[config.mk]
export PLATFORM = sky130hd
export DESIGN_NAME = lbs_front
export DESIGN_NICKNAME = d
export VERILOG_FILES = /design/src/lbs_pkg.sv /design/src/lbs_front.sv
export SDC_FILE = /design/constraint.sdc
export NUM_CORES = 1
export LEC_CHECK = 0
export BUFFER_PORTS_ARGS = -buffer_cell sky130_fd_sc_hd__buf_2
export CORE_ASPECT_RATIO = 0.6
export CORE_UTILIZATION = 61
export CTS_CLUSTER_SIZE = 25
export DETAILED_ROUTE_END_ITERATION = 8
export GPL_ROUTABILITY_DRIVEN = 0
export PLACE_DENSITY = 0.83
export SLEW_MARGIN = 0
export SYNTH_ARGS = -nofsm -noshare
export SYNTH_HDL_FRONTEND = slang
export SYNTH_SLANG_ARGS = --single-unit
[constraint.sdc]
create_clock -name clk -period 18.4 [get_ports clk]
set_input_delay 5.52 -clock clk [delete_from_list [all_inputs] [get_ports clk]]
set_output_delay 5.52 -clock clk [all_outputs]
set_load 0.005 [all_outputs]
[src/lbs_pkg.sv]
package lbs_pkg;

  localparam int JOINTS = 256;
  localparam int WORDS = 12;
  localparam int FRAC = 16;
  localparam int ROUND_HALF = 1 << (FRAC - 1);
  localparam int MEM_DEPTH = JOINTS * WORDS;
  localparam int MEM_AW = $clog2(MEM_DEPTH);
  localparam int CNT_W = $clog2(WORDS);
  localparam int QAW = 2;
  localparam int QDEPTH = 1 << QAW;

  typedef logic [MEM_AW-1:0] lbs_addr_t;
  typedef logic [CNT_W-1:0] lbs_cnt_t;
  typedef logic [QAW-1:0] lbs_qptr_t;
  typedef logic [QAW:0] lbs_qcnt_t;
  typedef logic [1:0] lbs_kind_t;

  localparam lbs_kind_t KIND_SKIP = 2'd0;
  localparam lbs_kind_t KIND_WRITE = 2'd1;
  localparam lbs_kind_t KIND_INFL = 2'd2;

  localparam lbs_cnt_t CNT_LAST = lbs_cnt_t'(WORDS - 1);
  localparam logic [1:0] COL_X = 2'd0;
  localparam logic [1:0] COL_Y = 2'd1;
  localparam logic [1:0] COL_Z = 2'd2;
  localparam logic [1:0] COL_T = 2'd3;
  localparam logic [1:0] ROW_X = 2'd0;
  localparam logic [1:0] ROW_Y = 2'd1;
  localparam logic [1:0] ROW_Z = 2'd2;

  typedef struct packed {
    lbs_kind_t kind;
    logic zero_mtx;
    logic [7:0] joint;
    logic [3:0] element;
    logic [31:0] value;
    logic [16:0] weight;
    logic [31:0] rest_x;
    logic [31:0] rest_y;
    logic [31:0] rest_z;
    logic last;
  } lbs_entry_t;

endpackage

[src/lbs_front.sv]
module lbs_front (
  input  logic clk,
  input  logic rst_n,
  input  logic in_push,
  output logic in_full,
  input  logic in_opcode,
  input  logic [7:0] in_joint,
  input  logic [3:0] in_element,
  input  logic signed [31:0] in_value,
  input  logic [16:0] in_weight,
  input  logic signed [31:0] in_rest_x,
  input  logic signed [31:0] in_rest_y,
  input  logic signed [31:0] in_rest_z,
  input  logic in_last,
  output logic q_valid,
  output lbs_pkg::lbs_entry_t q_head,
  input  logic q_pop
);

  lbs_pkg::lbs_entry_t fifo_r [lbs_pkg::QDEPTH];
  lbs_pkg::lbs_qptr_t wp_r;
  lbs_pkg::lbs_qptr_t rp_r;
  lbs_pkg::lbs_qcnt_t cnt_r;
  lbs_pkg::lbs_qcnt_t cnt_nxt;
  lbs_pkg::lbs_entry_t entry;
  logic in_range;
  logic push_ok;

  assign in_full = (cnt_r == lbs_pkg::lbs_qcnt_t'(lbs_pkg::QDEPTH));
  assign q_valid = (cnt_r != '0);
  assign q_head = fifo_r[rp_r];
  assign push_ok = in_push && !in_full;
  assign in_range = int'(in_joint) < lbs_pkg::JOINTS;

  always_comb begin
    entry.kind = lbs_pkg::KIND_SKIP;
    if (in_opcode) begin
      entry.kind = lbs_pkg::KIND_INFL;
    end else if (in_range && (int'(in_element) < lbs_pkg::WORDS)) begin
      entry.kind = lbs_pkg::KIND_WRITE;
    end
    entry.zero_mtx = !in_range;
    entry.joint = in_joint;
    entry.element = in_element;
    entry.value = in_value;
    entry.weight = in_weight;
    entry.rest_x = in_rest_x;
    entry.rest_y = in_rest_y;
    entry.rest_z = in_rest_z;
    entry.last = in_last;
  end

  always_comb begin
    cnt_nxt = cnt_r;
    if (push_ok && !q_pop) begin
      cnt_nxt = cnt_r + lbs_pkg::lbs_qcnt_t'(1);
    end else if (!push_ok && q_pop) begin
      cnt_nxt = cnt_r - lbs_pkg::lbs_qcnt_t'(1);
    end
  end

  always_ff @(posedge clk) begin
    if (!rst_n) begin
      wp_r <= '0;
      rp_r <= '0;
      cnt_r <= '0;
    end else begin
      cnt_r <= cnt_nxt;
      if (push_ok) begin
        wp_r <= wp_r + lbs_pkg::lbs_qptr_t'(1);
      end
      if (q_pop) begin
        rp_r <= rp_r + lbs_pkg::lbs_qptr_t'(1);
      end
    end
  end

  always_ff @(posedge clk) begin
    if (push_ok) begin
      fifo_r[wp_r] <= entry;
    end
  end

`ifndef ASSERT_OFF
  // The engine must never take a transaction from an empty queue.
  a_pop_nonempty: assert property (@(posedge clk) disable iff (!rst_n) q_pop |-> cnt_r != '0)
    else $error("queue popped while empty");
`endif

endmodule

# --- After elaboration in Yosys (flattened, before gate mapping) ---
# Memories as Yosys holds them, arrays and structs flattened. A register that Yosys moved wholly into a read port is not among the register bits.
# Index checks and enable logic that the tools add are counted.
totals:
  reg_bits: 7
  latch_bits: 0
  ram_bits: 640
  mem_bits_ro: 0
  inputBits: 163
  out_inout_bits: 163
  wordCells: 26
  n_memories: 1
memory_table:
  columns: ["name", "depth", "word_bits", "rd", "rd_clocked_by_memory_dff", "write_ports", "line", "source"]
  rows:
  - ["fifo_r", 4, 160, 1, 1, 1, "lbs_front.sv:20", "lbs_pkg::lbs_entry_t fifo_r [lbs_pkg::QDEPTH];"]
op_classes:
  addsub: 4
  multipliers: 0
  div_mod_pow: 0
  magnitude_cmp: 1
  n_eq_ne: 1
  shifts: 0
  muxes: 8
  n_bitwise: 0
  n_reduce_logical: 8
ops:
  columns: ["cell", "n"]
  rows:
  - ["2-bit two-way mux", 3]
  - ["3-bit two-way mux", 2]
  - ["2-bit by 1-bit adder with 2-bit output, second input constant", 2]
  - ["4-bit < comparator, second input constant", 1]
  - ["3-bit by 1-bit adder with 3-bit output, second input constant", 1]
  - ["3-bit equality test, second input constant", 1]
  - ["1-bit logical AND", 3]
  - ["1-bit logical NOT", 3]
  - ["1-bit two-way mux", 3]
  - ["3-bit nonzero test", 1]
  - ["3-bit by 1-bit subtractor with 3-bit output, second input constant", 1]
  - ["2-bit nonzero test", 1]

# --- Depth between registers and ports, before layout ---
depth:
  ltp_word: 7
  mapped_depth: 9
  mapped_depth_nobuf: 8

# --- Worst setup path after synthesis ---
# Ideal clock, no wire load.
synth_path:
  path_type: "input -> register"
  from: "input in_push"
  to: "memory fifo_r[0][0] (netlist bit), enable pin"
  t_arrival_ns: 9.562
  required_time_ns: 17.861
  path_slack_ns: 8.299
  path_stages: 3
  path_buffers: 1
  cell_sequence: "nor2b_1 -> clkbuf_1 -> and2_1"
synth_via:
  elab_chain_len: 3
synth_lines:
  columns: ["element", "line", "source"]
  rows:
  - ["start: declaration", "lbs_front.sv:4", "input logic in_push,"]
  - ["1-bit logical AND", "lbs_front.sv:32", "assign push_ok = in_push && !in_full;"]
  - ["named net push_ok", "lbs_front.sv:27", "logic push_ok;"]
  - ["1-bit two-way mux", "lbs_front.sv:79", "if (push_ok) begin"]
  - ["1-bit two-way mux (implied by the code)", "lbs_front.sv:80", "fifo_r[wp_r] <= entry;"]
  - ["end: declaration", "lbs_front.sv:20", null]
# The timed path passes the listed nets, and every way through them passes these cells.

==> impl_metrics.yaml <==
outcome:
  status: "finished, final reports clean"
worst_hold_path:
  worstHoldEndpoint: "wp_r[1]$_SDFFE_PN0P_"
  hold_path_class: "reg -> reg"
  hold_depth: 2
  hp-start: "wp_r[1]$_SDFFE_PN0P_"
critical_path:
  cpLargestDelayFamily: "buffers and inverters"
  endpoint_kind: "output port"
  path_buf_inv: 3
  path_max_fanout: 62
  r2r_start: "cnt_r[0]$_SDFFE_PN0P_"
  cpMostUsedCell: "buf_4"
  crit_slowest_cell: "dfxtp_4"
  reg2reg_depth: 5
  critPathArrivalTime_ps: 3670
  critPathRequiredTime_ps: 12880
  critical_path_class: "reg -> out"
  r2r_end: "fifo_r[2][79]$_DFFE_PP_"
  rrSetupSlack_ps: 14540
  crit_path_start_kind: "register"
  path_cells: "buf_4 -> buf_4 -> mux4_2 -> buf_2"
  cpPeakStageDelay_ps: 850
clocking:
  cts_resized: 0
  insertion_delay_ps: 580
  ctsRootBufferMaster: "clkbuf_16"
  cts_tree: "built"
  clk_pin_slew_ps: 70
  cts_hold_buf: 0
  h-tree-depth: 2
  numCtsBuffers: 54
  clockBufferDepth: 3
  cts_setup_buffers: 0
  clock-sinks: 649
detailed_routing:
  vias_per_cell: 5.89
  drc: 0
  detail-route-antenna-nets: 0
  vias: 10600
  first_iter_violations: 822
  firstDrtPassIters: 5
  wirelength_um: 45400
  wl_per_cell_um: 25.2
die:
  die_h_um: 154
  die_w_um: 256
  coreArea_um2: 37800
  start_util_pct: 62.2
  pin_count: 326
  rows: 55
  die_area_um2: 39400
logic_synthesis:
  ys.flop_type: "edfxtp_1"
  syn_nets: 1056
  ys_async_sr_fraction_pct: 0
  synth_area_um2: 23500
  ys_types: 22
  avgSynthCellArea_um2: 26.5
  ys_seq_elements: 649
  ys_seq_area_share_pct: 82.4
  synthCells: 887
  synth_edf_count: 640
  ys_warn_count: 0
power:
  power_w: 0.00338
  power_density_nw_per_um2: 123
  ir_worst_vdd_v: 0.0000809
  p_leak_nw: 9.18
sta:
  slew_headroom_pct: 29.1
  hold_viol_final: 0
  max_freq_mhz: 109
  final-max-slew-violation-count: 0
  setup_slack_ps: 9210
  layout_min_cycle_time_ps: 9190
  rsz0062_at_grt: "false"
  fin_crit_sh_pct: 50.0
  fin_skew_ps: 32.4
  final.setup.tns_ps: 0
  max_slew.worst_pin.slew_ps: 1060
  setup_viol: 0
layout:
  stdcell_count: 1798
  n_fill_cell: 2140
  layout.nets: 1408
  seqCellArea_um2: 19400
  design_area_um2: 27500
  multiInputGateArea_um2: 3880
  drive_gt1_share_pct: 45.0
  area_delta_synth_final_pct: 16.6
place:
  place_inst: 1696
  io_buffers: 324
  post-place-ws_ps: 9460
  hpwl_um: 27100
  post_dp_cell_area_um2: 25700
global_routing:
  grt_pass1_vias: 11100
  antenna_found_initial: 11
  grt_pass1_wl_um: 67800
  grt_usage_pct: 23.5
  grt_max_degree: 115
  overflow: 0
job:
  maxCapViolations: 0
state kept, by name, indices dropped and copies added (netlist names), named ones only:
signal  cells
cnt_r       3
rp_r        2
wp_r        2
fifo_r    640
metrics by stage:
stage / hold WS, ps / utilization (%)
floorplan: 467 / -
global placement: 486 / 67.8
CTS: 514 / 72.5
global route: 558 / 72.5
finish: 514 / 72.6
detailed placement: 501 / 67.8
layout by cell type, fill, tap and decap left out, drive strengths merged:
master and n:
mux2i 3, clkbuf 66, diode 7, nor2b 2, inv 6, xnor2 2
nor3b 1, conb 1, a21boi 1, and2 8, o21ai 1, xor2 2
fa 1, a21oi 1, ha 5, clkinv 18, nand2 5, or3 2
buf 335, bufinv 9, dfxtp 9, mux4 160, edfxtp 640
final cells by class:
class                           count  share of cell area, %
Multi-Input combinational cell    195                   14.1
Timing Repair Buffer              335                   6.25
Clock inverter                     29                   1.33
Tap cell                          513                   2.34
Clock buffer                       66                   5.16
Inverter                            4                 0.0547
Sequential cell                   649                   70.7
Antenna cell                        7                 0.0638
power breakdown:
group | leakage [nW] | switching (W) | total (W) | internal (W)
logic | 2.36 | 0.000212 | 0.000392 | 0.000179
registers | 5.94 | 0.0000431 | 0.00182 | 0.00178
clock network | 0.874 | 0.000494 | 0.00117 | 0.000672
worst min-delay path: cells and delay by family, from the launching register on:
family           cells  cell delay [ps]
DFF                  1              340
muxes                1               60
and+or+nand+nor      1               70
cell usage after synthesis, types with 3 or more instances:
cell type / count / share of area (%)
nand2_1: 5 / 0.080
ha_1: 5 / 0.27
inv_1: 4 / 0.064
and2_1: 8 / 0.21
buf_6: 11 / 0.53
buf_2: 19 / 0.40
clkbuf_1: 8 / 0.13
mux2i_1: 3 / 0.13
edfxtp_1: 640 / 82
dfxtp_1: 9 / 0.77
mux4_2: 160 / 15
cell families after synthesis:
| family | count (synthesis) | synth area share, % |
|---|---|---|
| DFF | 649 | 82.4 |
| other | 1 | 0.0159 |
| AOI/OAI and AO/OA | 3 | 0.0744 |
| muxes | 163 | 15.4 |
| buffers and inverters | 43 | 1.15 |
| and+or+nand+nor | 18 | 0.430 |
| adders and majority gates | 6 | 0.351 |
| xor gates and xnor gates | 4 | 0.149 |
how the worst max path moves through the flow:
stage,from,endpoint,cells after the start
after detailed placement,in_push,fifo_r[2][80]$_DFFE_PP_,5
after global placement,in_push,fifo_r[2][82]$_DFFE_PP_,5
after CTS,register,q_head[73],4
final,register,q_head[31],4
after global routing,register,q_head[89],4
after floorplan,in_push,fifo_r[0][0]$_DFFE_PP_,3
per-layer routing:
metal | part of all wire, % | vias to the layer above | GRT usage [%] | wire length [um]
li1 | - | 4532 | - | -
met1 | 39 | 5569 | 31.8 | 17600
met2 | 52 | 399 | 38.7 | 23400
met3 | 7.0 | 86 | 5.59 | 3180
met4 | 2.5 | 4 | 7.36 | 1140
met5 | 0.059 | - | 0 | 27
(Power assumes the default switching activity.)
